File: src/hdl/lssp_pkg.sv
// ----------------------------------------------------------------------------
// lssp_pkg
// Shared constants, datapath op codes and controller/datapath link types.
// ----------------------------------------------------------------------------
package lssp_pkg;

    // Sizing
    localparam int DEF_NODES       = 16;
    localparam int DEF_WEIGHT_BITS = 16;
    localparam int MAX_ROWS        = 16;
    localparam int DIST_BITS       = 22;
    localparam logic [DIST_BITS-1:0] DIST_MAX = 22'h3FFFFF;
    localparam logic [4:0] NODE_COUNT_RESET = 5'd16;

    // Item command codes
    localparam logic CMD_EDGE  = 1'b0;
    localparam logic CMD_ROUTE = 1'b1;

    // Datapath op codes
    typedef logic [3:0] op_t;
    localparam op_t OP_NOP     = 4'd0;
    localparam op_t OP_CLEAR   = 4'd1;
    localparam op_t OP_EDGE_AB = 4'd2;
    localparam op_t OP_EDGE_BA = 4'd3;
    localparam op_t OP_INIT    = 4'd4;
    localparam op_t OP_SEL     = 4'd5;
    localparam op_t OP_MARK    = 4'd6;
    localparam op_t OP_RELAX   = 4'd7;
    localparam op_t OP_EMIT    = 4'd8;

    // Controller to datapath
    typedef struct packed {
        op_t  op;
        logic load;   // latch the item fields
        logic first;  // first step of a scan
        logic last;   // final step of a scan
    } ctl_t;

    // Datapath to controller
    typedef struct packed {
        logic [3:0] n_last;       // node count in use minus one
        logic       src_ok;       // source lies inside the node range
        logic       best_reached; // selected node has a finite distance
    } status_t;

endpackage

File: src/hdl/lssp_ctrl.sv
// ----------------------------------------------------------------------------
// lssp_ctrl
// Sequencer: clearing pass, edge writes, init / select / relax rounds, emit.
// ----------------------------------------------------------------------------
module lssp_ctrl #(
    parameter int NODES = 16
) (
    input  logic                           clk,
    input  logic                           rst_n,
    input  logic                           start,
    input  logic                           cmd,
    input  lssp_pkg::status_t              status,
    output logic                           busy,
    output lssp_pkg::ctl_t                 ctl,
    output logic [$clog2(NODES*NODES)-1:0] step_idx
);
    import lssp_pkg::*;

    localparam int AW = $clog2(NODES * NODES);
    localparam logic [AW-1:0] CLR_LAST = AW'(NODES * NODES - 1);

    localparam logic [3:0] S_CLEAR    = 4'd0;
    localparam logic [3:0] S_IDLE     = 4'd1;
    localparam logic [3:0] S_EDGE_AB  = 4'd2;
    localparam logic [3:0] S_EDGE_BA  = 4'd3;
    localparam logic [3:0] S_START    = 4'd4;
    localparam logic [3:0] S_INIT     = 4'd5;
    localparam logic [3:0] S_SEL      = 4'd6;
    localparam logic [3:0] S_SEL_WAIT = 4'd7;
    localparam logic [3:0] S_MARK     = 4'd8;
    localparam logic [3:0] S_RELAX    = 4'd9;
    localparam logic [3:0] S_EMIT     = 4'd10;

    logic [3:0]    state_reg, state_next;
    logic [AW-1:0] cnt_reg, cnt_next;
    logic [3:0]    round_reg, round_next;
    logic          last_step;
    logic          final_round;

    assign last_step   = (cnt_reg == AW'(status.n_last));
    assign final_round = (round_reg == status.n_last - 4'd1);
    assign busy        = (state_reg != S_IDLE);
    assign step_idx    = cnt_reg;

    // Next state and commands
    always_comb
    begin
        state_next = state_reg;
        cnt_next   = cnt_reg;
        round_next = round_reg;
        ctl.op     = OP_NOP;
        ctl.load   = 1'b0;
        ctl.first  = (cnt_reg == '0);
        ctl.last   = last_step;
        case (state_reg)
            S_CLEAR:
            begin
                ctl.op = OP_CLEAR;
                if (cnt_reg == CLR_LAST)
                begin
                    cnt_next   = '0;
                    state_next = S_IDLE;
                end
                else
                begin
                    cnt_next = cnt_reg + AW'(1);
                end
            end
            S_IDLE:
            begin
                if (start)
                begin
                    ctl.load   = 1'b1;
                    cnt_next   = '0;
                    state_next = (cmd == CMD_ROUTE) ? S_START : S_EDGE_AB;
                end
            end
            S_EDGE_AB:
            begin
                ctl.op     = OP_EDGE_AB;
                state_next = S_EDGE_BA;
            end
            S_EDGE_BA:
            begin
                ctl.op     = OP_EDGE_BA;
                state_next = S_IDLE;
            end
            S_START:
            begin
                cnt_next   = '0;
                state_next = status.src_ok ? S_INIT : S_EMIT;
            end
            S_INIT:
            begin
                ctl.op = OP_INIT;
                if (last_step)
                begin
                    cnt_next   = '0;
                    round_next = '0;
                    state_next = S_SEL;
                end
                else
                begin
                    cnt_next = cnt_reg + AW'(1);
                end
            end
            S_SEL:
            begin
                ctl.op = OP_SEL;
                if (last_step)
                begin
                    cnt_next   = '0;
                    state_next = S_SEL_WAIT;
                end
                else
                begin
                    cnt_next = cnt_reg + AW'(1);
                end
            end
            S_SEL_WAIT:
            begin
                state_next = S_MARK;
            end
            S_MARK:
            begin
                ctl.op = OP_MARK;
                if (status.best_reached)
                begin
                    state_next = S_RELAX;
                end
                else if (final_round)
                begin
                    state_next = S_EMIT;
                end
                else
                begin
                    round_next = round_reg + 4'd1;
                    state_next = S_SEL;
                end
            end
            S_RELAX:
            begin
                ctl.op = OP_RELAX;
                if (last_step)
                begin
                    cnt_next = '0;
                    if (final_round)
                    begin
                        state_next = S_EMIT;
                    end
                    else
                    begin
                        round_next = round_reg + 4'd1;
                        state_next = S_SEL;
                    end
                end
                else
                begin
                    cnt_next = cnt_reg + AW'(1);
                end
            end
            S_EMIT:
            begin
                ctl.op = OP_EMIT;
                if (last_step)
                begin
                    cnt_next   = '0;
                    state_next = S_IDLE;
                end
                else
                begin
                    cnt_next = cnt_reg + AW'(1);
                end
            end
            default:
            begin
                cnt_next   = '0;
                state_next = S_CLEAR;
            end
        endcase
    end

    // State registers
    always_ff @(posedge clk or negedge rst_n)
    begin
        if (!rst_n)
        begin
            state_reg <= S_CLEAR;
            cnt_reg   <= '0;
            round_reg <= '0;
        end
        else
        begin
            state_reg <= state_next;
            cnt_reg   <= cnt_next;
            round_reg <= round_next;
        end
    end

endmodule

File: config.mk
export PLATFORM = sky130hd
export DESIGN_NAME = lssp_ctrl
export DESIGN_NICKNAME = d
export VERILOG_FILES = /design/src/hdl/lssp_pkg.sv /design/src/hdl/lssp_ctrl.sv
export SDC_FILE = /design/constraint.sdc
export NUM_CORES = 1
export LEC_CHECK = 0
export BUFFER_PORTS_ARGS = -buffer_cell sky130_fd_sc_hd__clkbuf_2
export CAP_MARGIN = 20
export CORE_MARGIN = 4
export CORE_UTILIZATION = 51
export CTS_BUF_LIST = sky130_fd_sc_hd__clkbuf_8
export DETAILED_ROUTE_END_ITERATION = 8
export PLACE_DENSITY = 0.82
export SLEW_MARGIN = 20
export SYNTH_ARGS = -nofsm -noshare
export SYNTH_HDL_FRONTEND = slang
export SYNTH_SLANG_ARGS = --single-unit
File: constraint.sdc
create_clock -name clk -period 2.3 [get_ports clk]
set_input_delay 0.46 -clock clk [delete_from_list [all_inputs] [get_ports clk]]
set_output_delay 0.46 -clock clk [all_outputs]
set_load 0.02 [all_outputs]
# Yosys cells after proc, flatten, opt, wreduce, memory -nomap -nowiden
# Cells that the tools add are included.
[classes]
reduce_logical = 8
n_eq_ne = 21
n_addsub = 3
bitwise = 1
muxes = 23
[ops]
columns = ["cell", "count"]
rows = [
  ["$mux W4", 13],
  ["$pmux W4 S11", 1],
  ["$pmux W4 S8", 1],
  ["$pmux W8 S4", 1],
  ["$mux W8", 3],
  ["$eq A4 B3 Y1 const B", 4],
  ["$ne A2 B2 Y1 const B", 7],
  ["$eq A4 B4 Y1 const B", 3],
  ["$pmux W4 S3", 1],
  ["$add A8 B1 Y8 const B", 1],
  ["$eq A4 B2 Y1 const B", 2],
  ["$eq A8 B4 Y1", 1],
  ["$eq A8 B8 Y1 const B", 1],
  ["$logic_not A8 Y1", 1],
  ["$reduce_or A4 Y1", 2],
  ["$reduce_and A6 Y1", 1],
  ["$add A4 B1 Y4 const B", 1],
  ["$eq A4 B1 Y1 const B", 1],
  ["$eq A4 B4 Y1", 1],
  ["$logic_not A4 Y1", 1],
  ["$ne A4 B1 Y1 const B", 1],
  ["$reduce_and A4 Y1", 1],
  ["$sub A4 B1 Y4 const B", 1],
  ["$mux W3", 1],
  ["4 further kinds", 5],
]
[totals]
word_cells = 59
out_inout_bits = 16
regBits = 16
inputBits = 10

# Logic depth before layout (Yosys ltp)
[depth]
ltp_word = 5
mapped_depth = 7
mapped_depth_nobuf = 7

# Worst setup path before layout
# Ideal clock, no wire load.
[synth_path]
kind = "reg2out"
startpoint = "register cnt_reg[5], in the netlist step_idx[5]"
endpoint = "output port ctl[1] (netlist bit)"
path_stages_with_launch = 3
path_buffers = 0
slack_ns = -0.052
required_ns = 1.840
arrival_ns = 1.892
cell_sequence = "dfrtp_1 -> or4_4 -> nor4b_1"
[synth_rtl]
columns = ["element", "line_no", "source"]
rows = [
  ["from (decl)", "lssp_ctrl.sv:35", "logic [AW-1:0] cnt_reg, cnt_next;"],
  ["from (signal assigned)", "lssp_ctrl.sv:195", "cnt_reg <= cnt_next;"],
  ["to (decl)", "lssp_ctrl.sv:14", "output lssp_pkg::ctl_t ctl,"],
]

==> flow_metrics.py <==
metrics = {
    "clock_tree": {
        "clk_pin_slew_ps": 70,
        "cts_buffer_depth": 2,
        "cts_tree": "done",
        "cts_root_buf": "clkbuf_8",
        "cts.htree.levels": 1,
        "ctsHoldBuffers": 0,
        "cts_setup_buffers": 0,
        "clk_latency_ps": 250,
        "clock-sinks": 16,
        "numCtsBuffers": 3,
    },
    "setup_path": {
        "reg2reg_depth": 4,
        "startpoint_type": "flop",
        "critPathArrivalTime_ps": 1780,
        "path_cells": "or4_4 > nor4b_4 > buf_4",
        "required_ps": 1840,
        "endpoint_kind": "output pin",
        "slowest_stage": "or4_4",
        "cp_slowest_stage_delay_ps": 630,
        "cp_max_fo": 7,
        "cp-startpoint": "step_idx[5]$_DFFE_PN0P_",
        "r2r_slack_ps": 220,
        "critPathKind": "reg -> out",
        "r2r_start": "step_idx[5]$_DFFE_PN0P_",
        "timing.rr.end": "state_reg[0]$_DFFE_PN0P_",
        "crit_path_end": "ctl[1]",
    },
    "synth": {
        "syn_area_mm2": 0.00137,
        "syn_avg_cell_area_um2": 8.40,
        "synth_seq_cells": 16,
        "ys_seq_area_share_pct": 29.3,
        "synthFlopType": "dfrtp_1",
        "yosysWarnings": 0,
        "synth_edf_count": 0,
        "syn_nets": 177,
        "async_flop_share_pct": 100,
        "yosys.cell_types.count": 46,
        "netlist_instances": 163,
    },
    "job": {
        "maxCapViolCount": 0,
    },
    "final_layout": {
        "mostFrequentLayoutCell": "clkbuf_2",
        "final_cell_mix": "24 x clkbuf_2, 17 x nor2_1, 15 x dfrtp_1",
        "n_antenna_cell": 0,
        "final_core_util_pct": 61.8,
        "layout-drive-gt1-share_pct": 21.9,
        "nNetsFinal": 198,
        "largest_register_ffs": 8,
        "syn2layout_area_growth_pct": 13.9,
    },
    "drt": {
        "ant_nets": 0,
        "drt_iter0_markers": 85,
        "via_per_inst": 5.84,
        "drc": 0,
        "vias": 1244,
        "totalWireLength_mm": 2.99,
        "drt-pass1-iter-count": 4,
        "wl_per_cell_um": 14.0,
    },
    "hold_path": {
        "hold_class": "in -> async",
    },
    "power": {
        "peakVddDrop_mv": 0.406,
        "power_density_mw_per_mm2": 367,
        "p_leak_nw": 0.709,
    },
    "die": {
        "die_h_um": 59.8,
        "die_x_um": 59.8,
        "ios": 26,
        "dieArea_mm2": 0.00358,
        "core_region_area_mm2": 0.00252,
        "initial_core_util_pct": 54.3,
        "rows": 18,
    },
    "sta": {
        "period_share_pct": 97.4,
        "hold_viol": 0,
        "tns_ps": 0,
        "fin_crit_ps": 2240,
        "skew_ps": 0.810,
        "worst_pin_slew_ps": 729,
        "drv_slew": 0,
        "slew_headroom_pct": 51.1,
        "setup_viol_count_final": 0,
        "rsz0062_at_grt": "no",
        "max_freq_mhz": 446,
    },
    "place": {
        "gp_congestion": 0.865,
        "dpl.hpwl_mm": 2.25,
        "portBuffers": 25,
    },
    "global_route": {
        "grt-ovfl-total": 0,
        "grt_pass1_vias": 1162,
        "grt_max_degree": 17,
        "grt_usage_pct": 18.5,
        "grt_pass1_wl_mm": 5.14,
        "antenna_found_initial": 0,
    },
    "outcome": {
        "outcome": "finished clean",
    },
}
## layout make-up
type	instances	area, um^2
tap	30	37.5
sequential	16	402
timing repair buffer	26	135
inverter	11	41.3
clock buffer	4	55.1
fill	231	963
multi-input combinational	126	888
## repair_timing
item	in CTS	in global routing
endpoints found under the hold margin	0	0
endpoints found under the setup margin	0	2
gates resized for setup	0	4
## where the power goes
| part | leakage, nW | internal (W) | total (W) | switching (W) |
|---|---|---|---|---|
| combinational | 0.495 | 0.0000155 | 0.0000375 | 0.0000220 |
| sequential | 0.186 | 0.000281 | 0.000281 | 0 |
| clock | 0.0288 | 0.000152 | 0.000254 | 0.000102 |
## kinds of logic after synthesis
logic type                 count (synthesis)  synth area share, %
AOI/OAI and AO/OA                         44                 24.3
adders and majority gates                  4                 3.66
xor gates and xnor gates                  13                 8.32
and+or+nand+nor                           61                 24.3
DFF                                       16                 29.3
muxes                                      4                 3.20
buffers and inverters                     21                 6.95
## cell usage after synthesis (all sizes together) (3+ instances only)
master	number	share of area [%]
nor3	3	1.1
dfrtp	16	29
o211ai	3	2.0
xnor2	11	7.0
nand3	5	1.8
a21oi	10	3.7
nand2b	8	3.7
nor2	17	4.7
clkbuf	4	1.1
a221o	3	2.2
nor2b	5	2.3
buf	6	2.8
mux2	3	2.5
inv	11	3.0
ha	4	3.7
a31oi	3	1.4
nand2	13	4.1
o21ai	9	4.1
## through the flow
stage                     worst slack (ps)  instances  instance area (um^2)  hold WS (ps)  power [W]
after floorplan                        221        163                  1380           164   0.000304
final                                 59.1        213                  1560           131   0.000573
after detailed placement               232        209                  1490           412   0.000324
after global routing                  2.87        213                  1560           155   0.000594
after CTS                             25.1        213                  1550           141   0.000575
after global placement                 284        209                  1490           410   0.000323
## worst min-delay path by stage
stage               startpoint                       end  slack, ps  cells past startpoint
finish                   rst_n   step_idx[1]$_DFFE_PN0P_        130                      1
global route             rst_n  round_reg[1]$_DFFE_PN0P_        150                      1
CTS                      rst_n  round_reg[1]$_DFFE_PN0P_        140                      1
detailed placement       rst_n  round_reg[1]$_DFFE_PN0P_        410                      1
global placement         rst_n  round_reg[1]$_DFFE_PN0P_        410                      1
floorplan                rst_n  round_reg[0]$_DFFE_PN0P_        160                      0
## worst max-delay path, delay by kind of cell (launching register included)
family                 cells  cell delay, ps
flip-flops                 1             450
AND/OR/NAND/NOR            2             910
buffers and inverters      1             180
## per-layer routing
layer	wire length (um)	vias up	GRT usage [%]
met3	150	2	3.67
met2	1450	37	30.4
met1	1370	585	25.0
li1	-	620	-
met5	0	-	0
met4	17	0	4.11
(Power assumes the default switching activity.)
